**config.mk**
```make
export PLATFORM = sky130hd
export DESIGN_NAME = key_press_event_detector_flat
export DESIGN_NICKNAME = d
export VERILOG_FILES = /design/src/rtl/kped_pkg.sv /design/src/rtl/kped_if.sv /design/src/rtl/key_press_event_detector.sv /design/src/flat_wrapper.sv
export SDC_FILE = /design/constraint.sdc
export NUM_CORES = 1
export LEC_CHECK = 0
export BUFFER_PORTS_ARGS = -buffer_cell sky130_fd_sc_hd__clkbuf_2
export CORE_MARGIN = 2
export CORE_UTILIZATION = 60
export DETAILED_ROUTE_END_ITERATION = 10
export PLACE_DENSITY = 0.81
export SLEW_MARGIN = 20
export SYNTH_ARGS = -nofsm -noshare
export SYNTH_HDL_FRONTEND = slang
export SYNTH_SLANG_ARGS = --single-unit
export TNS_END_PERCENT = 10
```
**constraint.sdc**
```tcl
create_clock -name clk -period 3.35 [get_ports clk]
set_input_delay 0.67 -clock clk [delete_from_list [all_inputs] [get_ports clk]]
set_output_delay 0.67 -clock clk [all_outputs]
set_load 0.02 [all_outputs]
```
**src/rtl/kped_pkg.sv**
```systemverilog
// Package for the key press event detector: field widths, register indexes,
// event codes and the press phase type. Depends on nothing.
`default_nettype none

package kped_pkg;

  // Payload and register widths
  localparam int unsigned KEY_W     = 3;
  localparam int unsigned CNT_W     = 8;
  localparam int unsigned CFG_IDX_W = 1;
  localparam int unsigned CFG_DAT_W = 8;

  // Configuration register indexes
  localparam logic [CFG_IDX_W-1:0] REG_DEBOUNCE_TICKS   = 1'd0;
  localparam logic [CFG_IDX_W-1:0] REG_LONG_PRESS_TICKS = 1'd1;

  // Register reset values
  localparam logic [CNT_W-1:0] DEBOUNCE_TICKS_RST   = 8'd2;
  localparam logic [CNT_W-1:0] LONG_PRESS_TICKS_RST = 8'd200;

  // Event codes
  localparam logic EV_SHORT = 1'b0;
  localparam logic EV_LONG  = 1'b1;

  // Press phase: released, short press held, long press already reported
  typedef enum logic [1:0] {
    PH_RELEASED = 2'd0,
    PH_SHORT    = 2'd1,
    PH_LONG     = 2'd2
  } phase_t;

endpackage

`default_nettype wire

```
**src/rtl/kped_if.sv**
```systemverilog
// Valid/ready channel interfaces for the key press event detector: key input,
// event output and configuration write. Depends on kped_pkg.
`default_nettype none

interface kped_in_if;
  import kped_pkg::*;
  logic             valid;
  logic             ready;
  logic [KEY_W-1:0] key_pins;

  modport source (output valid, output key_pins, input ready);
  modport sink   (input valid, input key_pins, output ready);
endinterface

interface kped_out_if;
  import kped_pkg::*;
  logic             valid;
  logic             ready;
  logic             event_kind;
  logic [KEY_W-1:0] event_keys;

  modport source (output valid, output event_kind, output event_keys, input ready);
  modport sink   (input valid, input event_kind, input event_keys, output ready);
endinterface

interface kped_cfg_if;
  import kped_pkg::*;
  logic                 valid;
  logic                 ready;
  logic [CFG_IDX_W-1:0] reg_index;
  logic [CFG_DAT_W-1:0] wdata;

  modport source (output valid, output reg_index, output wdata, input ready);
  modport sink   (input valid, input reg_index, input wdata, output ready);
endinterface

`default_nettype wire

```
**src/rtl/key_press_event_detector.sv**
```systemverilog
// Top level of the key press event detector: debounce, press tracking and
// short/long event generation. Depends on kped_pkg and the kped_if interfaces.
//
//   Channel   Direction  Payload                   Meaning
//   in_ch     sink       key_pins[2:0]             raw active-low pin levels, one per tick
//   out_ch    source     event_kind, event_keys    short or long press event
//   cfg_ch    sink       reg_index, wdata          debounce / long-press tick limits
//
// One tick is taken per cycle while the input register is not stalled. A transfer
// on in_ch is registered in the input register, decoded from it and any event
// is then loaded into the output register. The input register only stalls
// when it holds a tick and a finished event is still waiting on out_ch.
// Reset (rst_n low, synchronous) clears the key state and loads the register
// defaults of 2 and 200 ticks. Configuration transfers are always accepted.
`default_nettype none

module key_press_event_detector (
  input  wire logic     clk,
  input  wire logic     rst_n,
  kped_in_if.sink       in_ch,
  kped_out_if.source    out_ch,
  kped_cfg_if.sink      cfg_ch
);
  import kped_pkg::*;

  // Configuration registers
  logic [CNT_W-1:0] debounce_ticks_r;
  logic [CNT_W-1:0] long_press_ticks_r;

  // Input register
  logic             s1_valid_r;
  logic [KEY_W-1:0] pins_r;

  // Key state
  logic [KEY_W-1:0] last_mask_r,    last_mask_nxt;
  logic [CNT_W-1:0] steady_count_r, steady_count_nxt;
  phase_t           phase_r,        phase_nxt;
  logic [KEY_W-1:0] held_mask_r,    held_mask_nxt;

  // Output register
  logic             out_valid_r,    out_valid_nxt;
  logic             out_kind_r,     out_kind_nxt;
  logic [KEY_W-1:0] out_keys_r,     out_keys_nxt;

  // Step decode
  logic             s1_advance;
  logic             in_ready;
  logic [KEY_W-1:0] mask;
  logic             mask_changed;
  logic             below_long;
  logic [CNT_W-1:0] count_inc;
  logic             settle;
  logic             emit_short;
  logic             emit_long;
  logic             emit;

  // Configuration writes; the port never stalls.
  assign cfg_ch.ready = 1'b1;

  always_ff @(posedge clk) begin
    if (!rst_n) begin
      debounce_ticks_r   <= DEBOUNCE_TICKS_RST;
      long_press_ticks_r <= LONG_PRESS_TICKS_RST;
    end else if (cfg_ch.valid) begin
      case (cfg_ch.reg_index)
        REG_DEBOUNCE_TICKS:   debounce_ticks_r   <= cfg_ch.wdata;
        REG_LONG_PRESS_TICKS: long_press_ticks_r <= cfg_ch.wdata;
        default: ;
      endcase
    end
  end

  // Handshake: the registered tick moves on when the output slot is free.
  assign s1_advance  = s1_valid_r && (!out_valid_r || out_ch.ready);
  assign in_ready    = !s1_valid_r || s1_advance;
  assign in_ch.ready = in_ready;

  always_ff @(posedge clk) begin
    if (!rst_n) begin
      s1_valid_r <= 1'b0;
    end else if (in_ready) begin
      s1_valid_r <= in_ch.valid;
    end
  end

  always_ff @(posedge clk) begin
    if (in_ready && in_ch.valid) begin
      pins_r <= in_ch.key_pins;
    end
  end

  // Decode of one tick against the stored key state.
  assign mask         = ~pins_r;
  assign mask_changed = (mask != last_mask_r);
  assign below_long   = (steady_count_r < long_press_ticks_r);
  assign count_inc    = steady_count_r + CNT_W'(1);
  assign settle       = !mask_changed && below_long && (count_inc == debounce_ticks_r);
  assign emit_short   = settle && (mask == '0) && (phase_r == PH_SHORT);
  assign emit_long    = !mask_changed && !below_long && (phase_r != PH_LONG);
  assign emit         = emit_short || emit_long;

  // Next key state.
  always_comb begin
    last_mask_nxt    = last_mask_r;
    steady_count_nxt = steady_count_r;
    phase_nxt        = phase_r;
    held_mask_nxt    = held_mask_r;
    if (mask_changed) begin
      steady_count_nxt = '0;
      last_mask_nxt    = mask;
    end else if (below_long) begin
      steady_count_nxt = count_inc;
      if (settle) begin
        if (mask == '0) begin
          // Settled release ends the press and restarts the count.
          steady_count_nxt = '0;
          phase_nxt        = PH_RELEASED;
          held_mask_nxt    = '0;
        end else begin
          phase_nxt = PH_SHORT;
          if (held_mask_r < mask) begin
            held_mask_nxt = mask;
          end
        end
      end
    end else if (phase_r != PH_LONG) begin
      phase_nxt = PH_LONG;
    end
  end

  always_ff @(posedge clk) begin
    if (!rst_n) begin
      last_mask_r    <= '0;
      steady_count_r <= '0;
      phase_r        <= PH_RELEASED;
      held_mask_r    <= '0;
    end else if (s1_advance) begin
      last_mask_r    <= last_mask_nxt;
      steady_count_r <= steady_count_nxt;
      phase_r        <= phase_nxt;
      held_mask_r    <= held_mask_nxt;
    end
  end

  // Output register: load an event, or drop the one taken this cycle.
  always_comb begin
    out_valid_nxt = out_valid_r && !out_ch.ready;
    out_kind_nxt  = out_kind_r;
    out_keys_nxt  = out_keys_r;
    if (s1_advance && emit) begin
      out_valid_nxt = 1'b1;
      out_kind_nxt  = emit_long ? EV_LONG : EV_SHORT;
      out_keys_nxt  = held_mask_r;
    end
  end

  always_ff @(posedge clk) begin
    if (!rst_n) begin
      out_valid_r <= 1'b0;
    end else begin
      out_valid_r <= out_valid_nxt;
    end
  end

  always_ff @(posedge clk) begin
    out_kind_r <= out_kind_nxt;
    out_keys_r <= out_keys_nxt;
  end

  assign out_ch.valid      = out_valid_r;
  assign out_ch.event_kind = out_kind_r;
  assign out_ch.event_keys = out_keys_r;

`ifndef SYNTHESIS
  // A reported long press moves the phase to long-reported.
  a_long_sets_phase: assert property (@(posedge clk) disable iff (!rst_n)
    s1_advance && emit_long |=> phase_r == PH_LONG)
    else $error("long event without phase update");

  // An event only appears after a tick has been processed.
  a_event_from_tick: assert property (@(posedge clk) disable iff (!rst_n)
    $rose(out_valid_r) |-> $past(s1_advance))
    else $error("output event without a processed tick");

  // No held mask survives a settled release.
  a_released_clear: assert property (@(posedge clk) disable iff (!rst_n)
    phase_r == PH_RELEASED |-> held_mask_r == '0)
    else $error("held mask set while released");

  // The input only stalls behind a waiting event.
  a_stall_cause: assert property (@(posedge clk) disable iff (!rst_n)
    !in_ready |-> s1_valid_r && out_valid_r && !out_ch.ready)
    else $error("input stalled without a waiting event");
`endif

endmodule

`default_nettype wire

```
**src/flat_wrapper.sv**
```systemverilog
// flat-port wrapper written by rule: the top's interface ports become plain ports
module key_press_event_detector_flat import kped_pkg::*;
  (clk, rst_n, in_ch_valid, in_ch_key_pins, in_ch_ready, out_ch_valid, out_ch_event_kind, out_ch_event_keys, out_ch_ready, cfg_ch_valid, cfg_ch_reg_index, cfg_ch_wdata, cfg_ch_ready);
  kped_in_if in_ch_i ();
  kped_out_if out_ch_i ();
  kped_cfg_if cfg_ch_i ();
  input  wire logic clk;
  input  wire logic rst_n;
  input wire logic [$bits(in_ch_i.valid)-1:0] in_ch_valid;
  input wire logic [$bits(in_ch_i.key_pins)-1:0] in_ch_key_pins;
  output wire logic [$bits(in_ch_i.ready)-1:0] in_ch_ready;
  output wire logic [$bits(out_ch_i.valid)-1:0] out_ch_valid;
  output wire logic [$bits(out_ch_i.event_kind)-1:0] out_ch_event_kind;
  output wire logic [$bits(out_ch_i.event_keys)-1:0] out_ch_event_keys;
  input wire logic [$bits(out_ch_i.ready)-1:0] out_ch_ready;
  input wire logic [$bits(cfg_ch_i.valid)-1:0] cfg_ch_valid;
  input wire logic [$bits(cfg_ch_i.reg_index)-1:0] cfg_ch_reg_index;
  input wire logic [$bits(cfg_ch_i.wdata)-1:0] cfg_ch_wdata;
  output wire logic [$bits(cfg_ch_i.ready)-1:0] cfg_ch_ready;
  assign in_ch_i.valid = in_ch_valid;
  assign in_ch_i.key_pins = in_ch_key_pins;
  assign in_ch_ready = in_ch_i.ready;
  assign out_ch_valid = out_ch_i.valid;
  assign out_ch_event_kind = out_ch_i.event_kind;
  assign out_ch_event_keys = out_ch_i.event_keys;
  assign out_ch_i.ready = out_ch_ready;
  assign cfg_ch_i.valid = cfg_ch_valid;
  assign cfg_ch_i.reg_index = cfg_ch_reg_index;
  assign cfg_ch_i.wdata = cfg_ch_wdata;
  assign cfg_ch_ready = cfg_ch_i.ready;
  key_press_event_detector u_core (.clk(clk), .rst_n(rst_n), .in_ch(in_ch_i), .out_ch(out_ch_i), .cfg_ch(cfg_ch_i));
endmodule
```
==> impl_metrics.ini, run 1 <==
[layout]
num_antenna_cells = 0
fillerInstances = 301
drive_above_1_share = 0.143
layout-area-overhead-vs-synth_pct = 8.80
layout.area.seq_um2 = 891
multi_input_comb_area_um2 = 1150
nNetsFinal = 284

[clocking]
postCtsSetupRepairBufs = 0
cts-root-to-sink-buffers = 2
clock_tree.htree_level_count = 2
post_cts.resized_instances = 0
cts.sink_count = 41
tritoncts = yes
worstSkewPairLatency_ns = 0.36
cts.clk_slew.worst_paths_ns = 0.12
hold_buffers = 0
cts-buffers-inserted = 5
cts_root_buffer_type = clkbuf_4

[worst_setup_path]
ff2ff_path_depth = 7
timing.rr.start = u_core.steady_count_r[0]
reg_to_reg_setup_timing_slack_ns = 0.87
cp.arrival_ns = 2.54
crit_path_end_kind = register
nature_of_the_critical_path_startpoint = register
timing.critical_path.required_ns = 3.41
r2r_end = u_core.out_ch.event_keys[2]
critical_path.max_fanout = 7
crit_type = register to register

[run]
max_cap_violations = 0

[timing]
setup-violations-final = 0
sum_of_negative_setup_slack_ns = 0
max_clock_freq_mhz = 403
final.setup_skew_ns = 0.00832
minimum_clock_period_ns = 2.48
finalHoldViolCount = 0
tightest_slew_ns = 0.769
finalMaxSlewViolations = 0
post-route-period-util = 0.741
grt_setup_unrepaired = false
relSlewSlack = 0.483

[floorplanning]
fp.coreArea_um2 = 3360
floorplan.io_pins = 24
die_w_um = 63.6
die-area_um2 = 4050
chipHeight_um = 63.6
start_util = 0.634
fp-row-count = 21

[global_routing]
grt_antenna_before_repair = 0
grt_usage = 0.230
wire_length_of_the_first_global_routing_pass_um = 7220
number_of_global_route_vias_before_repair = 1582
globalRouteOverflowTotal = 0
grt_max_degree = 21

[synthesis]
synth.most_common_cell = nand2_1
ys_seq_area_frac = 0.418
synth_cell_type_count = 47
post_synth_main_area_contributors = dfxtp_1 32%, edfxtp_1 9.9%, nand2_1 7.0%
synth_warnings = 0
async_flop_share = 0
synth_seq_cells = 41
synthCells = 237
postSynthNetCount = 264
synthDominantCellAreaShare = 0.319
yosysTopAreaCell = dfxtp_1
ys.flop_type = dfxtp_1
synthesis.area_per_instance_um2 = 9.00
synth.cell_area_um2 = 2130
synth_enable_flop_cells = 7
synth.cells.most_frequent = 40 x nand2_1, 34 x dfxtp_1, 17 x a21oi_1, 11 x inv_1, 11 x nor2_1

[worst_hold_path]
hold_path.class = register to register
worst_hold_path.num_cells = 2
hold_end = u_core.long_press_ticks_r[1]
worst_hold_startpoint = u_core.long_press_ticks_r[1]

[drt]
wl_met1_um = 2090
total_routed_length_um = 4230
via_count = 1720
highest_routed_layer = met4
routed-wl-met3_um = 262
post_drt_wl_per_cell_um = 13.9
wl_met2_um = 1790
route.detailed.vias_per_inst = 5.66
dr.first_iter.drc_count = 74
drc = 0
drt_pass1_iterations = 5
detail-route-antenna-nets = 0

[power_and_ir_drop]
power.density_cell_area_nw_per_um2 = 370
p_leak_nw = 0.926
p_total_w = 0.000859
vdd_ir_drop_max_v = 0.000320

[placed_design]
numPortBuffers = 22
gp_routability_congestion = 0.818
post-dp-hpwl_um = 3140

[outcome]
run_status = finished, final reports clean
## worst max path at each step
stage / endpoint / start
after detailed placement: u_core.out_ch.event_keys[1] / u_core.steady_count_r[0]
after floorplan: u_core.out_ch.event_keys[0] / u_core.steady_count_r[0]
final: u_core.out_ch.event_keys[2] / u_core.steady_count_r[0]
after CTS: u_core.out_ch.event_keys[2] / u_core.steady_count_r[0]
after global placement: u_core.out_ch.event_keys[0] / u_core.steady_count_r[0]
after global routing: u_core.steady_count_r[4] / u_core.steady_count_r[6]
## logic make-up (layout without fill, tap and decap cells)
kind of cell	count (synthesis)	count (layout)	share of synthesized area
adder cells (fa/ha/maj)	10	10	0.0587
AND/OR/NAND/NOR	90	90	0.215
XOR/XNOR	16	16	0.0722
flip-flops	41	41	0.418
other	1	1	0.00176
buffers and inverters	22	43	0.0428
AO/OA/AOI/OAI	54	54	0.177
multiplexers	3	3	0.0141
## cell type report
cell class,instances,share of cell area
Inverter,11,0.0178
Clock inverter,3,0.00755
Clock buffer,5,0.0162
Tap cell,46,0.0248
Multi-Input combinational cell,174,0.496
Timing Repair Buffer,24,0.0539
Sequential cell,41,0.384
## worst max-delay path, cell delays in order (launching register included)
cell and delay (ns):
dfxtp_1 0.46, ha_1 0.29, xor2_1 0.15, a311oi_1 0.25, o311ai_1 0.20, nor4b_4 0.43
a31oi_1 0.13, nor2_1 0.26
## report_power, final
part / switching (W) / total, W / leakage, nW / internal, W
Combinational: 0.0000493 / 0.0000832 / 0.556 / 0.0000339
Clock: 0.000166 / 0.000245 / 0.0310 / 0.0000791
Sequential: 0.0000138 / 0.000530 / 0.339 / 0.000516
## sequential cells by signal (all words and copies together) (netlist names)
name	cells
u_core.out_ch.event_kind	1
u_core.last_mask_r	3
u_core.s1_valid_r	1
u_core.long_press_ticks_r	8
u_core.pins_r	3
u_core.held_mask_r	3
u_core.out_ch.valid	1
u_core.out_ch.event_keys	3
u_core.phase_r	2
u_core.steady_count_r	8
u_core.debounce_ticks_r	8
## stage by stage
stage | utilization | setup slack [ns] | cells | cell area [µm²] | hold WS [ns]
2_1_floorplan | - | 1.15 | 237 | 2130 | 0.425
3_3_place_gp | 0.673 | 1.01 | 296 | 2260 | 0.444
3_5_place_dp | 0.673 | 0.888 | 296 | 2260 | 0.451
4_1_cts | 0.690 | 0.865 | 304 | 2320 | 0.468
5_1_grt | 0.690 | 0.643 | 304 | 2320 | 0.462
6_report | 0.690 | 0.868 | 304 | 2320 | 0.469
## layout by cell type (no fill, tap or decap), types with 3 or more instances in the layout
cell / n
clkbuf_2: 22
edfxtp_1: 7
mux2i_1: 3
a21oi_1: 17
o211ai_1: 4
clkbuf_4: 5
nand3_1: 10
nand2b_1: 7
dfxtp_1: 34
nand2_1: 40
o21ai_0: 4
inv_1: 11
ha_1: 10
xnor2_1: 8
and3_1: 3
a211oi_1: 5
nor2b_1: 3
xor2_1: 7
nor2_1: 11
o2bb2ai_1: 8
and2_1: 4
## metal layers
| metal | global-route usage | vias to the layer above |
|---|---|---|
| li1 | - | 874 |
| met1 | 0.322 | 780 |
| met2 | 0.342 | 56 |
| met3 | 0.0500 | 10 |
| met4 | 0.0978 | 0 |
| met5 | 0 | - |
(Power assumes the default switching activity.)
==> run 2: changes to the inputs <==
--- a/config.mk
+++ b/config.mk
@@ -7,9 +7,9 @@
 export LEC_CHECK = 0
 export BUFFER_PORTS_ARGS = -buffer_cell sky130_fd_sc_hd__clkbuf_2
 export CORE_MARGIN = 2
-export CORE_UTILIZATION = 60
+export CORE_UTILIZATION = 58
 export DETAILED_ROUTE_END_ITERATION = 10
-export PLACE_DENSITY = 0.81
+export PLACE_DENSITY = 0.79
 export SLEW_MARGIN = 20
 export SYNTH_ARGS = -nofsm -noshare
 export SYNTH_HDL_FRONTEND = slang
==> constraint.sdc (replaced) <==
create_clock -name clk -period 2.4 [get_ports clk]
set_input_delay 0.48 -clock clk [delete_from_list [all_inputs] [get_ports clk]]
set_output_delay 0.48 -clock clk [all_outputs]
set_load 0.02 [all_outputs]
==> run 2 against run 1 <==
Against the previous run: clock power is 78% higher; flip-flop and latch count stayed put; non-clock buffer count is 11 higher; setup slack worse by 0.68 ns; critical path depth is 1 higher; sequential power is 40% higher; highest routed layer unchanged; first-iteration DRC count is 19% higher; count of clock-buffer cells in the layout stayed put; wire length is 2.0% higher; hold slack worse by 0.11 ns; clock skew is 0.0051 ns lower; largest cell class unchanged.
==> impl_metrics.ini, run 2 (synthesis gave the netlist of run 1 again) <==
[timing]
minimum_clock_period_ns = 2.21
sum_of_negative_setup_slack_ns = 0
final.setup_skew_ns = 0.00326
post-route-period-util = 0.923
relSlewSlack = 0.643
post-route-worst-setup-slack_ns = 0.186
finalHoldViolCount = 0
tightest_slew_ns = 0.534
setup-violations-final = 0
hold_slack_ns = 0.356
finalMaxSlewViolations = 0
max_clock_freq_mhz = 452
grt_setup_unrepaired = false

[clocking]
cts-root-to-sink-buffers = 2
worstSkewPairLatency_ns = 0.29
cts.sink_count = 41
postCtsSetupRepairBufs = 0
cts.clk_slew.worst_paths_ns = 0.08
clock_tree.htree_level_count = 2
cts_root_buffer_type = clkbuf_8
cts-buffers-inserted = 5
post_cts.resized_instances = 0
tritoncts = yes
hold_buffers = 0

[drt]
route.detailed.vias_per_inst = 5.52
dr.first_iter.drc_count = 88
total_routed_length_um = 4310
via_count = 1749
drc = 0
drt_pass1_iterations = 4
post_drt_wl_per_cell_um = 13.6
detail-route-antenna-nets = 0

[worst_setup_path]
timing.critical_path.required_ns = 2.58
crit_path_end_kind = register
critical_path.max_fanout = 8
cp.arrival_ns = 2.40
nature_of_the_critical_path_startpoint = register
crit_type = register to register

[placed_design]
post-dp-hpwl_um = 3270
numPortBuffers = 22
dp_slack_ns = 0.0620
gp_routability_congestion = 0.809

[floorplanning]
die_w_um = 64.6
floorplan.io_pins = 24
start_util = 0.591
die-area_um2 = 4180
chipHeight_um = 64.6
fp.coreArea_um2 = 3610
fp-row-count = 22

[run]
max_cap_violations = 0

[layout]
layout_commonest_cell = nand2_1
layout-area-overhead-vs-synth_pct = 15.1
final_cell_mix = 40 x nand2_1, 33 x dfxtp_1, 22 x clkbuf_2
fin_util = 0.681
drive_above_1_share = 0.197
fillerInstances = 311
num_antenna_cells = 0
top_flop_regs = u_core.debounce_ticks_r x8, u_core.long_press_ticks_r x8, u_core.steady_count_r x8
nNetsFinal = 295

[global_routing]
grt_usage = 0.230
globalRouteOverflowTotal = 0
number_of_global_route_vias_before_repair = 1623
grt_antenna_before_repair = 0
grt_max_degree = 20
wire_length_of_the_first_global_routing_pass_um = 7360

[power_and_ir_drop]
power.density_cell_area_nw_per_um2 = 528
vdd_ir_drop_max_v = 0.000515
p_leak_nw = 0.997

[outcome]
run_status = finished, final reports clean

[worst_hold_path]
hold_path.class = input pin to register
[run 2: changes by cell type in the layout (fill, tap and decap cells not counted), sizes merged]
cell,change
buf,+11
[run 2: final cells by class]
type	count	area (µm²)	area share
tap	48	60.1	0.0245
sequential	41	892	0.363
inverter	11	41.3	0.0168
clock inverter	3	17.5	0.00714
timing repair buffer	35	208	0.0846
clock buffer	5	68.8	0.0280
multi-input combinational	174	1170	0.476
[run 2: metal layers]
layer,vias up,track usage,part of all wire
li1,902,-,-
met1,800,0.324,0.48
met2,42,0.352,0.45
met3,5,0.0486,0.061
met4,0,0.0771,0.015
met5,-,0,0
[run 2: path summary, 6_finish.rpt]
check | start | slack, ns | cells after the start | endpoint
setup / recovery | u_core.steady_count_r[1] | 0.19 | 8 | u_core.steady_count_r[6]
hold / removal | in_ch_key_pins[1] | 0.36 | 1 | u_core.pins_r[1]
setup reg to reg | u_core.steady_count_r[1] | 0.19 | 8 | u_core.steady_count_r[6]
hold reg to reg | u_core.long_press_ticks_r[2] | 0.46 | 2 | u_core.long_press_ticks_r[2]
[run 2: through the flow]
stage	area, µm²	std cells	total power [W]
after CTS	2440	317	0.00131
after global placement	2350	309	0.000870
final	2450	317	0.00130
after floorplan	2130	237	0.000831
after global routing	2450	317	0.00135
after detailed placement	2350	309	0.000873
[run 2: power breakdown]
group | internal, W | total, W | switching [W] | leakage (nW)
logic | 0.0000505 | 0.000119 | 0.0000689 | 0.613
clock network | 0.000200 | 0.000435 | 0.000235 | 0.0439
registers | 0.000721 | 0.000740 | 0.0000198 | 0.339
[run 2: worst max-delay path, stage by stage, from the launching register on]
cell and delay [ns]:
dfxtp_1 0.41, ha_1 0.29, xor2_1 0.16, a311oi_2 0.21, o311ai_2 0.17, nor4b_4 0.30, buf_4 0.18, and3_2 0.28
o2bb2ai_1 0.09
